File: config.mk
export PLATFORM = sky130hd
export DESIGN_NAME = stable_priority_queue
export DESIGN_NICKNAME = d
export VERILOG_FILES = /design/src/rtl/spq_pkg.sv /design/src/rtl/spq_ctrl.sv /design/src/rtl/spq_datapath.sv /design/src/rtl/stable_priority_queue.sv
export SDC_FILE = /design/constraint.sdc
export NUM_CORES = 1
export LEC_CHECK = 0
export ABC_AREA = 1
export BUFFER_PORTS_ARGS = -buffer_cell sky130_fd_sc_hd__buf_2
export CELL_PAD_IN_SITES_DETAIL_PLACEMENT = 2
export CELL_PAD_IN_SITES_GLOBAL_PLACEMENT = 2
export CORE_MARGIN = 2
export CORE_UTILIZATION = 30
export DETAILED_ROUTE_END_ITERATION = 8
export GPL_ROUTABILITY_DRIVEN = 0
export PLACE_DENSITY = 0.66
export RECOVER_POWER = 50
export SYNTH_ARGS = -nofsm -noshare
export SYNTH_HDL_FRONTEND = slang
export SYNTH_SLANG_ARGS = --single-unit
export TNS_END_PERCENT = 100
File: constraint.sdc
create_clock -name clk -period 5.2 [get_ports clk]
set_input_delay 0.52 -clock clk [delete_from_list [all_inputs] [get_ports clk]]
set_output_delay 0.52 -clock clk [all_outputs]
set_load 0.01 [all_outputs]
File: src/rtl/spq_pkg.sv
`timescale 1ns / 1ps
// ----------------------------------------------------------------------------
// spq_pkg
// shared sizes and controller/datapath interface types for the priority queue
// ----------------------------------------------------------------------------
package spq_pkg;

  localparam int CAPACITY = 16;
  localparam int VAL_W    = 16;
  localparam int PRI_W    = 8;
  localparam int CNT_W    = $clog2(CAPACITY + 1);
  localparam int OCNT_W   = 5;

  // commands from controller to datapath
  typedef struct packed {
    logic load;       // capture a new result this cycle
    logic push;       // insert the input entry
    logic pop;        // remove the head entry
    logic drop;       // push refused, queue full
    logic pop_empty;  // pop found nothing
  } cmd_t;

  // status from datapath to controller
  typedef struct packed {
    logic full;
    logic empty;
  } status_t;

endpackage

File: src/rtl/spq_ctrl.sv
`timescale 1ns / 1ps
// ----------------------------------------------------------------------------
// spq_ctrl
// handshake controller: accepts items, decodes push/pop and holds the result
// ----------------------------------------------------------------------------
module spq_ctrl (
  input  logic             clk,
  input  logic             rst,
  input  logic             item_valid,
  output logic             item_stall,
  input  logic             kind,
  output logic             result_valid,
  input  logic             result_stall,
  input  spq_pkg::status_t status,
  output spq_pkg::cmd_t    cmd
);

  localparam logic ST_IDLE = 1'b0;
  localparam logic ST_HOLD = 1'b1;

  logic state;
  logic state_next;
  logic accept;

  // the result register frees up in the same cycle it is taken
  assign item_stall   = (state == ST_HOLD) && result_stall;
  assign accept       = item_valid && !item_stall;
  assign result_valid = (state == ST_HOLD);

  always_comb begin
    cmd.load      = accept;
    cmd.push      = accept && !kind && !status.full;
    cmd.drop      = accept && !kind && status.full;
    cmd.pop       = accept && kind && !status.empty;
    cmd.pop_empty = accept && kind && status.empty;
  end

  always_comb begin
    state_next = state;
    case (state)
      ST_IDLE: begin
        if (accept) state_next = ST_HOLD;
      end
      ST_HOLD: begin
        if (accept) state_next = ST_HOLD;
        else if (!result_stall) state_next = ST_IDLE;
      end
      default: state_next = ST_IDLE;
    endcase
  end

  always_ff @(posedge clk) begin
    if (rst) begin
      state <= ST_IDLE;
    end else begin
      state <= state_next;
    end
  end

endmodule

File: src/rtl/spq_datapath.sv
`timescale 1ns / 1ps
// ----------------------------------------------------------------------------
// spq_datapath
// sorted row of entry cells with parallel compare, plus the result register
// ----------------------------------------------------------------------------
module spq_datapath (
  input  logic                            clk,
  input  logic                            rst,
  input  spq_pkg::cmd_t                   cmd,
  output spq_pkg::status_t                status,
  input  logic [spq_pkg::VAL_W-1:0]       item_value,
  input  logic [spq_pkg::PRI_W-1:0]       item_priority,
  output logic [spq_pkg::VAL_W-1:0]       popped_value,
  output logic [spq_pkg::PRI_W-1:0]       popped_priority,
  output logic                            popped_valid,
  output logic                            pop_on_empty,
  output logic                            push_dropped,
  output logic [spq_pkg::VAL_W-1:0]       head_value,
  output logic [spq_pkg::PRI_W-1:0]       head_priority,
  output logic                            queue_empty,
  output logic [spq_pkg::OCNT_W-1:0]      stored_count
);

  logic [spq_pkg::VAL_W-1:0] val_q    [spq_pkg::CAPACITY];
  logic [spq_pkg::PRI_W-1:0] pri_q    [spq_pkg::CAPACITY];
  logic [spq_pkg::VAL_W-1:0] val_next [spq_pkg::CAPACITY];
  logic [spq_pkg::PRI_W-1:0] pri_next [spq_pkg::CAPACITY];
  logic [spq_pkg::CAPACITY-1:0] keep;  // cell stays ahead of the new entry
  logic [spq_pkg::CNT_W-1:0] count;
  logic [spq_pkg::CNT_W-1:0] count_next;

  assign status.full  = (count == spq_pkg::CNT_W'(spq_pkg::CAPACITY));
  assign status.empty = (count == '0);

  // keep is a prefix mask since the row is sorted, highest first
  always_comb begin
    for (int i = 0; i < spq_pkg::CAPACITY; i++) begin
      keep[i] = (spq_pkg::CNT_W'(i) < count) && (pri_q[i] >= item_priority);
    end
  end

  always_comb begin
    for (int i = 0; i < spq_pkg::CAPACITY; i++) begin
      val_next[i] = val_q[i];
      pri_next[i] = pri_q[i];
      if (cmd.push) begin
        if (keep[i]) begin
          val_next[i] = val_q[i];
          pri_next[i] = pri_q[i];
        end else if (i == 0) begin
          val_next[i] = item_value;
          pri_next[i] = item_priority;
        end else if (keep[i-1]) begin
          val_next[i] = item_value;
          pri_next[i] = item_priority;
        end else begin
          val_next[i] = val_q[i-1];
          pri_next[i] = pri_q[i-1];
        end
      end else if (cmd.pop) begin
        if (i < spq_pkg::CAPACITY - 1) begin
          val_next[i] = val_q[i+1];
          pri_next[i] = pri_q[i+1];
        end
      end
    end
  end

  always_comb begin
    count_next = count;
    if (cmd.push) count_next = count + 1'b1;
    else if (cmd.pop) count_next = count - 1'b1;
  end

  always_ff @(posedge clk) begin
    if (rst) begin
      count <= '0;
    end else begin
      count <= count_next;
    end
  end

  always_ff @(posedge clk) begin
    for (int i = 0; i < spq_pkg::CAPACITY; i++) begin
      val_q[i] <= val_next[i];
      pri_q[i] <= pri_next[i];
    end
  end

  // result register
  always_ff @(posedge clk) begin
    if (cmd.load) begin
      popped_value    <= cmd.pop ? val_q[0] : '0;
      popped_priority <= cmd.pop ? pri_q[0] : '0;
      popped_valid    <= cmd.pop;
      pop_on_empty    <= cmd.pop_empty;
      push_dropped    <= cmd.drop;
      head_value      <= (count_next != '0) ? val_next[0] : '0;
      head_priority   <= (count_next != '0) ? pri_next[0] : '0;
      queue_empty     <= (count_next == '0);
      stored_count    <= spq_pkg::OCNT_W'(count_next);
    end
  end

endmodule

File: src/rtl/stable_priority_queue.sv
`timescale 1ns / 1ps
// ----------------------------------------------------------------------------
// stable_priority_queue
// bounded priority queue, highest priority first, arrival order among equals
// ----------------------------------------------------------------------------
// Each transfer on the item channel is a push (kind 0) or a pop (kind 1) and
// yields exactly one transfer on the result channel, from the result
// register it loads. The entries sit in a sorted row of cells, every
// cell compares its priority with the incoming one at once, and every cell
// past the insert/pop point shifts by one. A new item is taken whenever the
// result register is empty or being taken, so the block sustains one item
// per cycle unless the result side stalls. A push to a full queue leaves the
// contents alone and sets push_dropped; a pop on an empty queue sets
// pop_on_empty. Each result also shows the head, the empty flag and the
// entry count after the step. No clearing pass is needed after reset.
// ----------------------------------------------------------------------------
module stable_priority_queue (
  input  logic                          clk,
  input  logic                          rst,
  // item channel
  input  logic                          item_valid,
  output logic                          item_stall,
  input  logic                          kind,
  input  logic [spq_pkg::VAL_W-1:0]     item_value,
  input  logic [spq_pkg::PRI_W-1:0]     item_priority,
  // result channel
  output logic                          result_valid,
  input  logic                          result_stall,
  output logic [spq_pkg::VAL_W-1:0]     popped_value,
  output logic [spq_pkg::PRI_W-1:0]     popped_priority,
  output logic                          popped_valid,
  output logic                          pop_on_empty,
  output logic                          push_dropped,
  output logic [spq_pkg::VAL_W-1:0]     head_value,
  output logic [spq_pkg::PRI_W-1:0]     head_priority,
  output logic                          queue_empty,
  output logic [spq_pkg::OCNT_W-1:0]    stored_count
);

  // command and status between controller and cell row
  spq_pkg::cmd_t    cmd;
  spq_pkg::status_t status;

  // handshake and push/pop decode
  spq_ctrl u_ctrl (
    .clk          (clk),
    .rst          (rst),
    .item_valid   (item_valid),
    .item_stall   (item_stall),
    .kind         (kind),
    .result_valid (result_valid),
    .result_stall (result_stall),
    .status       (status),
    .cmd          (cmd)
  );

  // sorted cell row and result register
  spq_datapath u_datapath (
    .clk             (clk),
    .rst             (rst),
    .cmd             (cmd),
    .status          (status),
    .item_value      (item_value),
    .item_priority   (item_priority),
    .popped_value    (popped_value),
    .popped_priority (popped_priority),
    .popped_valid    (popped_valid),
    .pop_on_empty    (pop_on_empty),
    .push_dropped    (push_dropped),
    .head_value      (head_value),
    .head_priority   (head_priority),
    .queue_empty     (queue_empty),
    .stored_count    (stored_count)
  );

endmodule

Word level (Yosys, flattened, before mapping)
Memories as Yosys holds them, arrays and structs flattened.
Index checks and enable logic that the tools add are counted.
{"block": "classes", "magnitude_cmp": 32, "bitwise_logic": 1, "n_mux": 130, "n_reduce_logical": 31, "n_addsub": 2, "eq_ne": 1}
{"operator": "$mux W16", "n": 62}
{"operator": "$mux W8", "n": 62}
{"operator": "$ge A8 B8 Y1", "n": 16}
{"operator": "$lt A4 B5 Y1 const A", "n": 8}
{"operator": "$logic_and A1 B1 Y1", "n": 24}
{"operator": "$lt A3 B5 Y1 const A", "n": 4}
{"operator": "$logic_not A5 Y1", "n": 2}
{"operator": "$lt A1 B5 Y1 const A", "n": 2}
{"operator": "$lt A2 B5 Y1 const A", "n": 2}
{"operator": "$mux W5", "n": 2}
{"operator": "$add A5 B1 Y5 const B", "n": 1}
{"operator": "$eq A5 B5 Y1 const B", "n": 1}
{"operator": "$reduce_bool A5 Y1", "n": 1}
{"operator": "$sub A5 B1 Y5 const B", "n": 1}
{"operator": "$logic_not A1 Y1", "n": 4}
{"operator": "$mux W1", "n": 3}
{"operator": "$pmux W1 S2", "n": 1}
{"operator": "$not A1 Y1", "n": 1}
{"block": "word_totals", "mem_bits_rw": 384, "n_memories": 2, "input_bits": 29, "regBits": 63, "wordCells": 210, "out_inout_bits": 59}
{"memory": "u_datapath.val_q", "depth": 16, "word_bits": 16, "rd": 16, "rd_ports_with_merged_regs": 0, "wr": 16, "line": "spq_datapath.sv:24", "source": "logic [spq_pkg::VAL_W-1:0] val_q [spq_pkg::CAPACITY];"}
{"memory": "u_datapath.pri_q", "depth": 16, "word_bits": 8, "rd": 16, "rd_ports_with_merged_regs": 0, "wr": 16, "line": "spq_datapath.sv:25", "source": "logic [spq_pkg::PRI_W-1:0] pri_q [spq_pkg::CAPACITY];"}

Depth between registers and ports, before layout
{"block": "logic_depth", "ltp_word": 8, "depth_mapped": 16, "mapped_depth_nobuf": 15}

By module
From an unflattened synthesis, not the netlist that was laid out.
{"block": "hier_totals", "hier_cells": 3511, "hier_area_um2": 27289.9}
{"mod": "spq_datapath", "area_each_um2": 27203.6, "instances": 1, "cells_each": 3495, "seq_area_each_um2": 13102.6}
{"mod": "spq_ctrl", "area_each_um2": 86.3, "instances": 1, "cells_each": 16, "seq_area_each_um2": 20.0}

Worst setup path before layout
No wires, ideal clock.
{"block": "synth_timing", "path_kind": "in2reg", "from": "input item_priority[5] in the netlist's numbering", "to": "memory u_datapath.pri_q[1][0] in the netlist's numbering (enable)", "n_path_buf": 2, "t_arrival_ns": 3.602, "setup_time_ns": 0.420, "slack_ns": 1.178, "path_stages": 9, "t_required_ns": 4.780, "path_cell_list": "inv_1 > clkbuf_1 > ha_1 > a21oi_1 > nor3_1 > nor3_1 > nand2_1 > clkbuf_1 > a31oi_1"}
{"item": "from (decl)", "line": "stable_priority_queue.sv:25", "source": "input logic [spq_pkg::PRI_W-1:0] item_priority,"}
{"item": "to (decl)", "line": "spq_datapath.sv:25"}

==> flow_summary.yaml <==
power_and_ir_drop:
  ir_worst_vdd_mv: 0.303
  p_sw_w: 0.00465
  power.density_nw_per_um2: 422
  clkPwrFrac: 0.331
  p_leak_nw: 14.6
  switching_share: 0.359
  p_seq_frac: 0.404
  combPwrFrac: 0.265
  p_int_w: 0.00830
clock_network:
  clockBufferDepth: 3
  post_cts_buffers: 0
  cts_root_buffer: "clkbuf_16"
  clk_pin_slew_ns: 0.06
  postCtsHoldBufs: 0
  cts_tree: "done"
  clkLatencyLatePin_ns: 0.64
  cts.sinks: 447
  cts_buffers: 57
  h-tree-depth: 2
  cts_resized: 0
logic_synthesis:
  yosysWarnings: 0
  synth_top_cell_area_share: 0.461
  synthesis.area_um2: 27200
  synth_nets: 3612
  yosys.area.top_type: "edfxtp_1"
  synthCells: 3451
  yosysUniqueCellTypes: 37
  synth.area.top_cells: "edfxtp_1 46%, nand2_1 16%, nand3_1 13%"
  ys_seq_area_frac: 0.483
  synth-seq-cells: 447
  avgSynthCellArea_um2: 7.87
drt:
  wirelength_mm: 110
  drtAntennaViolNets: 0
  viasPerCell: 5.23
  routedWlPerCell_um: 23.4
  drc: 0
  first_pass_iters: 5
  drt-initial-drc-count: 1511
  vias: 24520
worst_hold_path:
  hold_start: "item_valid"
  holdPathStages: 3
  hold_path_end: "u_ctrl.result_valid"
  hp-class: "input port to register"
setup_path:
  cp-start-kind: "register"
  reg2reg_depth: 8
  cp_max_fo: 25
  r2r_setup_slack_ns: 1.04
  arrival_ns: 4.39
  critical_path_class: "register to register"
  r2r_end: "u_datapath.val_q[0][24]"
  cp-end-kind: "register"
  crit-reg2reg-launch: "u_datapath.count[1]"
  required_ns: 5.43
global_route:
  grt_max_degree: 194
  grt_pass1_vias: 27066
  grt_first_pass_wirelength_mm: 166
  grt.overflow.total: 0
  antenna_found_initial: 4
  track_usage: 0.233
timing:
  setup_violations: 0
  min_period_ns: 4.16
  period_share: 0.800
  tns_ns: 0
  rsz0062_at_grt: "no"
  max_freq_mhz: 241
  hold_viol: 0
  finalMaxSlewViolations: 122
  worst_pin_slew_ns: 3.15
  slew_headroom: -1.10
  fin_skew_ns: 0.0327
final_layout:
  nFillCells: 10337
  final_common_cell: "nand2_1"
  area_delta_synth_final_pct: 13.0
  nets: 3626
  post-route-util: 0.342
  final_cell_mix: "1189 x nand2_1, 683 x nand3_1, 449 x inv_1, 417 x edfxtp_1, 132 x ha_1"
  drive_above_1_share: 0.0641
floorplan:
  dieWidth_um: 305
  std_cell_rows: 110
  core_area_um2: 89900
  io_pins: 88
  die_h_um: 305
  initial_core_util: 0.302
  fp.dieArea_um2: 93000
place:
  portBuffers: 87
  dp_hpwl_mm: 75.9
outcome:
  violations: "max-capacitance violations, max-slew violations"
  status: "finished, violations left"
flow_run:
  drv_cap: 3
-- routing by layer --
layer	vias to the layer above	GRT usage	share of wire
li1	11326	-	-
met1	12613	0.287	0.43
met2	394	0.424	0.51
met3	187	0.0199	0.026
met4	0	0.0808	0.034
met5	-	0	0
-- registers in the layout, indices dropped and copies added, names as in the netlist --
signal                      flops
u_ctrl.result_valid             1
u_datapath.count                5
u_datapath.head_priority        8
u_datapath.head_value          16
u_datapath.pop_on_empty         1
u_datapath.popped_priority      8
u_datapath.popped_valid         1
u_datapath.popped_value        16
u_datapath.pri_q              128
u_datapath.push_dropped         1
u_datapath.queue_empty          1
u_datapath.stored_count         5
u_datapath.val_q              256
-- metrics by stage --
step           hold WS, ns  cell area (µm²)  power, W  setup slack [ns]  instances
6_report             0.122            30700    0.0129              1.04       4689
3_3_place_gp         0.502            28900   0.00860              1.51       4582
2_1_floorplan        0.488            27200   0.00736              1.18       3451
5_1_grt              0.134            30700    0.0137             0.707       4687
4_1_cts              0.100            30900    0.0131              1.50       4687
3_5_place_dp         0.517            28900   0.00878              1.39       4582
-- worst max-delay path by stage --
stage                        startpoint                 endpoint  slack [ns]  cells past startpoint
floorplan              item_priority[5]   u_datapath.pri_q[1][0]        1.18                      9
global placement       item_priority[7]  u_datapath.pri_q[1][11]        1.51                     13
detailed placement     item_priority[7]  u_datapath.pri_q[1][11]        1.39                     13
CTS                 u_datapath.count[1]  u_datapath.pri_q[1][15]        1.50                      9
global route        u_datapath.count[1]  u_datapath.val_q[7][28]        0.71                      7
finish              u_datapath.count[1]  u_datapath.val_q[0][24]        1.04                      8
-- cells by family after synthesis --
family | Yosys count | share of synthesized area
AO/OA/AOI/OAI | 186 | 0.0397
XOR/XNOR | 4 | 0.00129
adder cells (fa/ha/maj) | 132 | 0.0608
buffers and inverters | 679 | 0.100
flip-flops | 447 | 0.483
AND/OR/NAND/NOR | 2003 | 0.315
-- worst max-delay path, cell delays in order (launching register included) --
cell and delay (ns):
dfxtp_1 0.54, inv_1 0.21, ha_1 0.25, nand3_1 0.22, nand2_4 0.30, nand2_1 0.20
inv_1 0.49, a31oi_2 0.33, clkbuf_1 1.17
-- cells in the mapped netlist --
master / count
a21oi_1: 88
nand4_1: 5
nor2_8: 1
nand3_2: 2
edfxtp_1: 417
a31oi_1: 14
nand3b_1: 2
ha_1: 132
o21ai_0: 29
buf_4: 3
nor3_1: 42
nand3_1: 680
nor2_1: 70
nand2_1: 1186
nand3_4: 2
nand2_2: 5
nor2_2: 3
clkbuf_1: 100
a21o_1: 1
inv_2: 19
nand2_4: 1
o211ai_1: 3
o2111ai_1: 1
o21ai_2: 2
xor2_1: 4
buf_6: 6
clkinv_1: 1
nor2_4: 4
o21ai_1: 11
o21a_1: 1
buf_1: 5
buf_2: 97
inv_1: 448
o21ai_4: 2
dfxtp_1: 30
a22oi_1: 21
a21boi_0: 13
-- power groups by stage --
stage	Combinational, W	Clock [W]	Sequential [W]
final	0.00343	0.00428	0.00522
after global routing	0.00387	0.00452	0.00528
after CTS	0.00352	0.00439	0.00522
after detailed placement	0.00350	0	0.00529
after global placement	0.00333	0	0.00527
after floorplan	0.00225	0	0.00511
-- layout make-up --
type / count / area (µm²) / share of cell area
clock buffer: 81 / 1610 / 0.0523
timing repair buffer: 166 / 988 / 0.0322
multi-input combinational: 2325 / 11400 / 0.370
tap: 1176 / 1470 / 0.0479
sequential: 447 / 13100 / 0.427
clock inverter: 24 / 378 / 0.0123
antenna: 2 / 5.00 / 0.000163
inverter: 468 / 1760 / 0.0575
(Power assumes the default switching activity.)
